===== config.mk =====
export PLATFORM = sky130hd
export DESIGN_NAME = speech_utterance_endpointer_top
export DESIGN_NICKNAME = d
export VERILOG_FILES = /design/src/design/sue_pkg.sv /design/src/design/sue_core.sv /design/src/design/sue_outq.sv /design/src/design/speech_utterance_endpointer_top.sv
export VERILOG_INCLUDE_DIRS = /design/src /design/src/design
export SDC_FILE = /design/constraint.sdc
export NUM_CORES = 2
export LEC_CHECK = 0
export BUFFER_PORTS_ARGS = -buffer_cell sky130_fd_sc_hd__buf_4
export CAP_MARGIN = 20
export CORE_MARGIN = 4
export CORE_UTILIZATION = 30
export CTS_BUF_LIST = sky130_fd_sc_hd__clkbuf_8 sky130_fd_sc_hd__clkbuf_16
export DETAILED_ROUTE_END_ITERATION = 6
export SLEW_MARGIN = 15
export SYNTH_ARGS = -nofsm -noshare
export SYNTH_HDL_FRONTEND = slang
export SYNTH_SLANG_ARGS = --single-unit

===== constraint.sdc =====
create_clock -name clk -period 24.6 [get_ports clk]
set_input_delay 1.23 -clock clk [delete_from_list [all_inputs] [get_ports clk]]
set_output_delay 1.23 -clock clk [all_outputs]
set_load 0.01 [all_outputs]

===== src/design/assert_macros.svh =====
// Assertion helpers for the design files; only sue_outq uses them.
`ifndef ASSERT_MACROS_SVH
`define ASSERT_MACROS_SVH

`ifndef SYNTH

// Check that the consequent holds in the same cycle as the antecedent.
`define SUE_ASSERT_IMP(lbl, clk, rst_n, ante, cons) \
	lbl: assert property (@(posedge clk) disable iff (!rst_n) (ante) |-> (cons)) \
		else $error("assertion failed");

// Check that the consequent holds in the cycle after the antecedent.
`define SUE_ASSERT_NXT(lbl, clk, rst_n, ante, cons) \
	lbl: assert property (@(posedge clk) disable iff (!rst_n) (ante) |=> (cons)) \
		else $error("assertion failed");

`else

`define SUE_ASSERT_IMP(lbl, clk, rst_n, ante, cons)
`define SUE_ASSERT_NXT(lbl, clk, rst_n, ante, cons)

`endif

`endif


===== src/design/sue_pkg.sv =====
package sue_pkg;

	localparam int FRAME_LEN_DEF      = 320;
	localparam int HISTORY_FRAMES_DEF = 25;

	localparam int VALID_W  = 9;
	localparam int ENERGY_W = 39;
	localparam int POS_W    = 48;
	localparam int ID_W     = 32;
	localparam int HELD_W   = 48;
	localparam int PRE_W    = 13;
	localparam int RUN_W    = 3;
	localparam int TSIL_W   = 15;
	localparam int SIL_W    = 14;
	localparam int MAXU_W   = 18;

	localparam int CFG_IDX_W  = 3;
	localparam int CFG_DATA_W = 39;

	localparam logic [RUN_W-1:0]  RUN_SAT  = 3'd7;
	localparam logic [TSIL_W-1:0] TSIL_SAT = 15'd32767;

	localparam logic [ENERGY_W-1:0] ENERGY_THRESHOLD_RST = 39'd3436;
	localparam logic [RUN_W-1:0]    START_RUN_RST        = 3'd5;
	localparam logic [SIL_W-1:0]    SILENCE_RST          = 14'd11200;
	localparam logic [MAXU_W-1:0]   MAX_UTT_RST          = 18'd240000;
	localparam logic [PRE_W-1:0]    PREROLL_RST          = 13'd4800;

	localparam logic OP_FRAME  = 1'b0;
	localparam logic OP_FINISH = 1'b1;

	typedef enum logic [CFG_IDX_W-1:0] {
		CFG_ENERGY_THRESHOLD = 3'd0,
		CFG_START_RUN_FRAMES = 3'd1,
		CFG_SILENCE_SAMPLES  = 3'd2,
		CFG_MAX_UTTERANCE    = 3'd3,
		CFG_PREROLL_LIMIT    = 3'd4
	} cfg_idx_t;

	typedef enum logic [1:0] {
		RSN_SILENCE      = 2'd0,
		RSN_LIMIT        = 2'd1,
		RSN_STOP         = 2'd2,
		RSN_AFTER_FINISH = 2'd3
	} reason_t;

	typedef struct packed {
		logic                op;
		logic                vad_positive;
		logic [ENERGY_W-1:0] frame_energy;
		logic [VALID_W-1:0]  valid_samples;
	} frame_t;

	typedef struct packed {
		logic [ID_W-1:0]  utterance_id;
		logic [POS_W-1:0] first_pos;
		logic [POS_W-1:0] stop_pos;
		reason_t          reason;
	} result_t;

	typedef struct packed {
		logic [ENERGY_W-1:0] energy_threshold;
		logic [RUN_W-1:0]    start_run_frames;
		logic [SIL_W-1:0]    silence_samples;
		logic [MAXU_W-1:0]   max_utterance_samples;
		logic [PRE_W-1:0]    preroll_limit;
	} cfg_t;

endpackage


===== src/design/sue_core.sv =====
module sue_core #(
	parameter int FRAME_LEN      = sue_pkg::FRAME_LEN_DEF,
	parameter int HISTORY_FRAMES = sue_pkg::HISTORY_FRAMES_DEF
) (
	input  logic             clk,
	input  logic             arst_n,
	input  sue_pkg::cfg_t    cfg,
	input  logic             in_valid,
	output logic             in_ready,
	input  sue_pkg::frame_t  in_data,
	input  logic             q_full,
	output logic             push,
	output sue_pkg::result_t push_data
);

	localparam int HW       = HISTORY_FRAMES;
	localparam int CW       = $clog2(HISTORY_FRAMES + 1);
	localparam int DW       = (HISTORY_FRAMES > 1) ? $clog2(HISTORY_FRAMES) : 1;
	localparam int BACK_MAX = (HISTORY_FRAMES - 1) * FRAME_LEN;
	localparam int BW       = (BACK_MAX > 0) ? $clog2(BACK_MAX + 1) : 1;
	localparam int CLAMP    = (FRAME_LEN < 511) ? FRAME_LEN : 511;

	localparam int VW = sue_pkg::VALID_W;
	localparam int PW = sue_pkg::POS_W;
	localparam int HL = sue_pkg::HELD_W;

	// input stage
	sue_pkg::frame_t item_s1;
	logic            vld_s1;
	logic            process;

	// stream state
	logic [PW-1:0]                pos_q, ustart_q;
	logic [HL-1:0]                held_q;
	logic [sue_pkg::PRE_W-1:0]    pre_q;
	logic [sue_pkg::RUN_W-1:0]    vrun_q;
	logic [sue_pkg::TSIL_W-1:0]   tsil_q;
	logic [sue_pkg::ID_W-1:0]     cur_id_q, next_num_q;
	logic [HW-1:0]                hist_q;
	logic [CW-1:0]                hcnt_q;
	logic                         done_q;

	logic [PW-1:0]                pos_w, ustart_w;
	logic [HL-1:0]                held_w;
	logic [sue_pkg::PRE_W-1:0]    pre_w;
	logic [sue_pkg::RUN_W-1:0]    vrun_w;
	logic [sue_pkg::TSIL_W-1:0]   tsil_w;
	logic [sue_pkg::ID_W-1:0]     cur_id_w, next_num_w;
	logic [HW-1:0]                hist_w;
	logic [CW-1:0]                hcnt_w;
	logic                         done_w;

	logic [VW-1:0]                vclamp;
	logic                         voiced;
	logic [sue_pkg::PRE_W:0]      pre_sum;
	logic [sue_pkg::TSIL_W:0]     tsil_sum;
	logic                         check;
	logic [HW-1:0]                zmask;
	logic [DW-1:0]                dsel;
	logic                         found;
	logic [BW-1:0]                back;
	logic [HL-1:0]                maxu;
	logic [HL-1:0]                cut;
	logic                         emit;
	logic [HL-1:0]                emit_cnt;
	sue_pkg::reason_t             emit_rsn;
	logic                         late;
	logic [PW-1:0]                end_pos;

	assign process  = vld_s1 && !q_full;
	assign in_ready = !vld_s1 || !q_full;

	always_ff @(posedge clk or negedge arst_n) begin
		if (!arst_n) begin
			vld_s1 <= 1'b0;
		end else if (in_valid && in_ready) begin
			vld_s1 <= 1'b1;
		end else if (process) begin
			vld_s1 <= 1'b0;
		end
	end

	always_ff @(posedge clk) begin
		if (in_valid && in_ready) begin
			item_s1 <= in_data;
		end
	end

	assign vclamp = (item_s1.valid_samples > VW'(CLAMP)) ? VW'(CLAMP) : item_s1.valid_samples;
	assign voiced = item_s1.vad_positive &&
		(item_s1.frame_energy >= cfg.energy_threshold);
	assign maxu   = HL'(cfg.max_utterance_samples);

	always_comb begin
		pos_w      = pos_q;
		ustart_w   = ustart_q;
		held_w     = held_q;
		pre_w      = pre_q;
		vrun_w     = vrun_q;
		tsil_w     = tsil_q;
		cur_id_w   = cur_id_q;
		next_num_w = next_num_q;
		hist_w     = hist_q;
		hcnt_w     = hcnt_q;
		done_w     = done_q;
		pre_sum    = '0;
		tsil_sum   = '0;
		check      = 1'b0;
		emit       = 1'b0;
		emit_cnt   = '0;
		emit_rsn   = sue_pkg::RSN_SILENCE;
		late       = 1'b0;
		zmask      = '0;
		dsel       = '0;
		found      = 1'b0;
		back       = '0;
		cut        = '0;

		if (item_s1.op == sue_pkg::OP_FINISH) begin
			if (!done_q) begin
				done_w = 1'b1;
				if (held_q != '0) begin
					emit     = 1'b1;
					emit_cnt = held_q;
					emit_rsn = sue_pkg::RSN_STOP;
				end else begin
					pre_w = '0;
				end
			end
		end else if (done_q) begin
			late = 1'b1;
		end else begin
			pos_w  = pos_q + PW'(vclamp);
			hist_w = HW'({hist_q, voiced});
			if (hcnt_q < CW'(HISTORY_FRAMES)) begin
				hcnt_w = hcnt_q + CW'(1);
			end

			if (held_q == '0) begin
				pre_sum = {1'b0, pre_q} + (sue_pkg::PRE_W + 1)'(vclamp);
				pre_w   = (pre_sum > {1'b0, cfg.preroll_limit}) ? cfg.preroll_limit :
					pre_sum[sue_pkg::PRE_W-1:0];
				if (voiced) begin
					vrun_w = (vrun_q == sue_pkg::RUN_SAT) ? vrun_q : vrun_q + 3'd1;
				end else begin
					vrun_w = '0;
				end
				// open: id is taken even when the preroll is empty
				if (vrun_w >= cfg.start_run_frames) begin
					cur_id_w   = next_num_q;
					next_num_w = next_num_q + 32'd1;
					ustart_w   = pos_w - PW'(pre_w);
					held_w     = HL'(pre_w);
					pre_w      = '0;
					tsil_w     = '0;
					check      = 1'b1;
				end
			end else begin
				held_w   = held_q + HL'(vclamp);
				tsil_sum = {1'b0, tsil_q} + (sue_pkg::TSIL_W + 1)'(vclamp);
				if (voiced) begin
					tsil_w = '0;
				end else if (tsil_sum[sue_pkg::TSIL_W]) begin
					tsil_w = sue_pkg::TSIL_SAT;
				end else begin
					tsil_w = tsil_sum[sue_pkg::TSIL_W-1:0];
				end
				check = 1'b1;
			end

			// newest unvoiced frame inside the filled part of the history
			for (int i = 0; i < HW; i++) begin
				zmask[i] = !hist_w[i] && (i < int'(hcnt_w));
			end
			for (int i = HW - 1; i >= 0; i--) begin
				if (zmask[i]) begin
					dsel  = DW'(i);
					found = 1'b1;
				end
			end
			back = BW'(dsel * FRAME_LEN);
			cut  = (found && (HL'(back) < held_w)) ? held_w - HL'(back) : maxu;
			if (cut > maxu) begin
				cut = maxu;
			end
			if ((cut == '0) || (cut > held_w)) begin
				cut = held_w;
			end

			if (check && (held_w != '0)) begin
				if (HL'(tsil_w) >= HL'(cfg.silence_samples)) begin
					emit     = 1'b1;
					emit_cnt = held_w;
					emit_rsn = sue_pkg::RSN_SILENCE;
				end else if (held_w >= maxu) begin
					emit     = 1'b1;
					emit_cnt = cut;
					emit_rsn = sue_pkg::RSN_LIMIT;
				end
			end
		end

		end_pos = ustart_w + PW'(emit_cnt);

		push_data = '0;
		push_data.reason = sue_pkg::RSN_AFTER_FINISH;
		if (emit) begin
			push_data.utterance_id = cur_id_w;
			push_data.first_pos    = ustart_w;
			push_data.stop_pos     = end_pos;
			push_data.reason       = emit_rsn;
			ustart_w   = end_pos;
			cur_id_w   = next_num_w;
			next_num_w = next_num_w + 32'd1;
			held_w     = held_w - emit_cnt;
			tsil_w     = '0;
			vrun_w     = '0;
			pre_w      = '0;
			hist_w     = '0;
			hcnt_w     = '0;
		end
		push = process && (emit || late);
	end

	always_ff @(posedge clk or negedge arst_n) begin
		if (!arst_n) begin
			pos_q      <= '0;
			ustart_q   <= '0;
			held_q     <= '0;
			pre_q      <= '0;
			vrun_q     <= '0;
			tsil_q     <= '0;
			cur_id_q   <= '0;
			next_num_q <= '0;
			hist_q     <= '0;
			hcnt_q     <= '0;
			done_q     <= 1'b0;
		end else if (process) begin
			pos_q      <= pos_w;
			ustart_q   <= ustart_w;
			held_q     <= held_w;
			pre_q      <= pre_w;
			vrun_q     <= vrun_w;
			tsil_q     <= tsil_w;
			cur_id_q   <= cur_id_w;
			next_num_q <= next_num_w;
			hist_q     <= hist_w;
			hcnt_q     <= hcnt_w;
			done_q     <= done_w;
		end
	end

endmodule


===== src/design/sue_outq.sv =====
`include "assert_macros.svh"

module sue_outq (
	input  logic             clk,
	input  logic             arst_n,
	input  logic             push,
	input  sue_pkg::result_t push_data,
	output logic             q_full,
	output logic             out_valid,
	input  logic             out_ready,
	output sue_pkg::result_t out_data
);

	localparam logic [1:0] CNT_FULL = 2'd2;

	sue_pkg::result_t ent_q [2];
	logic             wptr_q, rptr_q;
	logic [1:0]       cnt_q;
	logic             pop;

	assign q_full    = (cnt_q == CNT_FULL);
	assign out_valid = (cnt_q != 2'd0);
	assign out_data  = ent_q[rptr_q];
	assign pop       = out_valid && out_ready;

	always_ff @(posedge clk or negedge arst_n) begin
		if (!arst_n) begin
			wptr_q <= 1'b0;
			rptr_q <= 1'b0;
			cnt_q  <= 2'd0;
		end else begin
			if (push) begin
				wptr_q <= !wptr_q;
			end
			if (pop) begin
				rptr_q <= !rptr_q;
			end
			if (push && !pop) begin
				cnt_q <= cnt_q + 2'd1;
			end else if (pop && !push) begin
				cnt_q <= cnt_q - 2'd1;
			end
		end
	end

	always_ff @(posedge clk) begin
		if (push) begin
			ent_q[wptr_q] <= push_data;
		end
	end

	`SUE_ASSERT_IMP(a_no_push_full, clk, arst_n, push, cnt_q != CNT_FULL)
	`SUE_ASSERT_NXT(a_cnt_up, clk, arst_n, push && !pop, cnt_q == 2'($past(cnt_q) + 2'd1))
	`SUE_ASSERT_NXT(a_cnt_down, clk, arst_n, pop && !push, cnt_q == 2'($past(cnt_q) - 2'd1))

endmodule


===== src/design/speech_utterance_endpointer_top.sv =====
// Channel   Dir  Signals                           Beat moves
// -------   ---  --------------------------------  ------------------------------
// in        in   in_valid, in_ready, in_data       one frame summary or finish
// out       out  out_valid, out_ready, out_data    one closed utterance record
// cfg       in   cfg_we, cfg_index, cfg_wdata      one register write, no wait
//
// One input beat per cycle sustained while in is not stalled.
// A result passes the input register, then the queue, before it shows on out.
// The two-entry result queue sets the rate: in stalls only when the input register
// holds a beat and both queue entries wait on out_ready.
// arst_n clears all stream state, the queue and the registers to their reset values.
// No clearing pass; the block takes beats right after reset.
module speech_utterance_endpointer_top #(
	parameter int FRAME_LEN      = sue_pkg::FRAME_LEN_DEF,
	parameter int HISTORY_FRAMES = sue_pkg::HISTORY_FRAMES_DEF
) (
	input  logic                            clk,
	input  logic                            arst_n,
	input  logic                            cfg_we,
	input  logic [sue_pkg::CFG_IDX_W-1:0]   cfg_index,
	input  logic [sue_pkg::CFG_DATA_W-1:0]  cfg_wdata,
	input  logic                            in_valid,
	output logic                            in_ready,
	input  sue_pkg::frame_t                 in_data,
	output logic                            out_valid,
	input  logic                            out_ready,
	output sue_pkg::result_t                out_data
);

	sue_pkg::cfg_t    cfg_q;
	logic             q_full;
	logic             push;
	sue_pkg::result_t push_data;

	// Register file: writes to indexes beyond the list drop silently.
	always_ff @(posedge clk or negedge arst_n) begin
		if (!arst_n) begin
			cfg_q.energy_threshold      <= sue_pkg::ENERGY_THRESHOLD_RST;
			cfg_q.start_run_frames      <= sue_pkg::START_RUN_RST;
			cfg_q.silence_samples       <= sue_pkg::SILENCE_RST;
			cfg_q.max_utterance_samples <= sue_pkg::MAX_UTT_RST;
			cfg_q.preroll_limit         <= sue_pkg::PREROLL_RST;
		end else if (cfg_we) begin
			case (cfg_index)
				sue_pkg::CFG_ENERGY_THRESHOLD: begin
					cfg_q.energy_threshold <= cfg_wdata[sue_pkg::ENERGY_W-1:0];
				end
				sue_pkg::CFG_START_RUN_FRAMES: begin
					cfg_q.start_run_frames <= cfg_wdata[sue_pkg::RUN_W-1:0];
				end
				sue_pkg::CFG_SILENCE_SAMPLES: begin
					cfg_q.silence_samples <= cfg_wdata[sue_pkg::SIL_W-1:0];
				end
				sue_pkg::CFG_MAX_UTTERANCE: begin
					cfg_q.max_utterance_samples <= cfg_wdata[sue_pkg::MAXU_W-1:0];
				end
				sue_pkg::CFG_PREROLL_LIMIT: begin
					cfg_q.preroll_limit <= cfg_wdata[sue_pkg::PRE_W-1:0];
				end
				default: begin
				end
			endcase
		end
	end

	// Endpoint decision: input register plus the state update.
	sue_core #(
		.FRAME_LEN      (FRAME_LEN),
		.HISTORY_FRAMES (HISTORY_FRAMES)
	) u_core (
		.clk       (clk),
		.arst_n    (arst_n),
		.cfg       (cfg_q),
		.in_valid  (in_valid),
		.in_ready  (in_ready),
		.in_data   (in_data),
		.q_full    (q_full),
		.push      (push),
		.push_data (push_data)
	);

	// Result queue: holds finished records so the input side keeps moving.
	sue_outq u_outq (
		.clk       (clk),
		.arst_n    (arst_n),
		.push      (push),
		.push_data (push_data),
		.q_full    (q_full),
		.out_valid (out_valid),
		.out_ready (out_ready),
		.out_data  (out_data)
	);

endmodule


==> metrics.cfg <==
[detailed_routing]
drc=0
vias_per_cell=5.401
vias=40846
wl_per_cell_um=21.03
drtAntennaViolNets=0
first_pass_iters=6
finalWirelength_um=159000
drtIter0Drc=3448

[sta]
hold_viol_final=0
finalMaxSlewViolations=0
final.setup.tns_ns=0
max_freq_mhz=50.27
finalClockSkew_ns=0.03221
tightest_slew_ns=1.247
rsz0062_at_grt=no
fin_crit_ns=19.89
finalCritPeriodShare_pct=80.86
relSlewSlack_pct=16.66
setup_viol=0
whs_ns=0.4784

[grt]
grt_pass1_wl_um=241600
gr-total-overflow=0
grt_max_degree=156
antenna_found_initial=6
grt_pass1_vias=39278
grt_util_all_layers_pct=18.95

[synthesis]
synth_most_common_cell=nand2_1
synth_top_area_cell=edfxtp_1
synth_cell_types=106
syn_area_mm2=0.04718
synth_top_area_share_pct=19.73
ys.flop_type=dfrtp_1
synthTopCellsByCount=nand2_1, o21ai_0, nor2_1, a21oi_1, dfrtp_1
ys_ff_latch=671
synth_edf_count=310
yosysWarnings=0
synthTopCellsByArea=edfxtp_1, dfrtp_1, ha_1
yosysSeqAreaShare_pct=38.94
ys_async_sr_fraction_pct=53.80
syn_avg_cell_area_um2=8.866
synth_cells=5322

[placed_design]
numPortBuffers=228
dpl.hpwl_um=118900
gp_congestion=0.9499
place_area_mm2=0.05110

[die]
placementRows=145
start_util_pct=30.21
core_area_mm2=0.1562
ios=229
die_h_um=404.6
dieArea_mm2=0.1637
die_w_um=404.6

[worst_setup_path]
cp-start-kind=flop
crit_top_cell=a21o_1
crit_buf_inv=4
r2r_cells=75
end_kind=flop
crit_required_ns=25.16
cpLargestDelayFamily=compound AO/OA/AOI/OAI gates
cp_data_arrival_time_ns=20.45
worst-setup-path-type=flop to flop
max_stage_delay_ns=0.83
cp.depth=75
cp_max_fo=36
cp_slowest_cell=a211oi_1

[power_and_ir_drop]
ir_worst_vdd_v=0.00006541
p_per_area_mw_per_mm2=106.2
p_leak_nw=21.93

[layout]
drive_gt1_share_pct=12.43
fin_area_mm2=0.05379
final_nets=5842
fill_cells=15980
area_growth_pct=14.01
final_core_util_pct=34.44

[clock_tree]
cts_inserted_buffers=78
post-cts-setup-buffers=0
cts_root_buf=clkbuf_16
numClockSinks=671
clockBufferDepth=3
htree_levels=3
cts_resized=0
clkTransAtPathRegs_ns=0.06
postCtsHoldBufs=0
cts_tree=done
clk_latency_ns=0.69

[outcome]
status=finished clean

[run]
drv_cap=0

[hold_path]
hold_class=input port to asynchronous set/reset pin

## final timing paths
path,end,slack (ns),startpoint
min in group clk,u_core.ustart_q[25],0.48,u_core.ustart_q[25]
max,u_core.held_q[42],4.71,u_core.item_s1[3]
max in group asynchronous,u_core.next_num_q[9],22.05,arst_n
max reg2reg,u_core.held_q[42],4.71,u_core.item_s1[3]
min,cfg_q[85],0.48,arst_n
min reg2reg,u_core.ustart_q[25],0.48,u_core.ustart_q[25]
## state kept, by name, summed over array words and instances, names as in the netlist, 5 cells and up
name               cells
cfg_q                 87
u_core.cur_id_q       32
u_core.hcnt_q          5
u_core.held_q         48
u_core.hist_q         24
u_core.item_s1        50
u_core.next_num_q     32
u_core.pos_q          48
u_core.pre_q          13
u_core.tsil_q         15
u_core.ustart_q       48
u_outq.ent_q         260
## logic make-up after synthesis
group | after synthesis | synth area share, %
AOI/OAI and AO/OA | 1390 | 18.46
muxes | 206 | 4.813
xor gates and xnor gates | 369 | 6.849
and+or+nand+nor | 1798 | 17.84
adders and majority gates | 320 | 8.528
DFF | 671 | 38.94
buffers and inverters | 567 | 4.566
other | 1 | 0.007948
## where the power goes
group / switching [mW] / total, mW / internal, mW / leakage (nW)
Combinational: 1.75 / 2.88 / 1.13 / 13.1
Sequential: 0.207 / 1.62 / 1.42 / 7.48
Clock: 0.501 / 1.21 / 0.711 / 1.38
## final cells by class
cell class	count	area (um^2)	area share (%)
Sequential cell	671	18380	34.17
Multi-Input combinational cell	4112	26880	49.97
Clock buffer	83	2043	3.798
Timing Repair Buffer	293	2223	4.133
Inverter	282	1059	1.968
Clock inverter	63	631.9	1.175
Antenna cell	1	2.502	0.004652
Tap cell	2058	2575	4.787
## per-layer routing
metal	up-vias	track usage, %	wire (um)
li1	19301	-	-
met1	19876	26.95	73410
met2	1416	29.36	69410
met3	249	3.314	11440
met4	4	5.656	4744
met5	-	0	32
## through the flow
stage,setup WS [ns],total power [mW],cells
after floorplan,7.974,3.510,5350
after global placement,5.458,4.459,7415
after detailed placement,5.046,4.460,7415
after CTS,4.950,5.705,7561
after global routing,3.307,6.085,7562
final,4.708,5.713,7563
## layout by cell type, fill, tap and decap left out, drive strengths merged, types with 20 or more instances in the layout
| cell | n |
|---|---|
| xnor2 | 241 |
| inv | 307 |
| o21ai | 458 |
| o22ai | 26 |
| o31ai | 61 |
| buf | 293 |
| edfxtp | 310 |
| o21bai | 26 |
| clkinv | 24 |
| mux2i | 39 |
| a31oi | 47 |
| nand4 | 88 |
| and3 | 68 |
| a21boi | 20 |
| a21oi | 350 |
| dfrtp | 335 |
| nor2b | 33 |
| or2 | 24 |
| nand2 | 717 |
| ha | 300 |
| a22oi | 20 |
| o21a | 50 |
| a211oi | 37 |
| nor4 | 42 |
| and2 | 73 |
| nor3 | 81 |
| mux2 | 167 |
| conb | 29 |
| xor2 | 128 |
| o211ai | 37 |
| nand3 | 120 |
| dfstp | 26 |
| a21o | 109 |
| clkbuf | 83 |
| or3 | 31 |
| nor2 | 401 |
| nand2b | 38 |
| and4 | 24 |
Power figures use the tool's default switching activity.
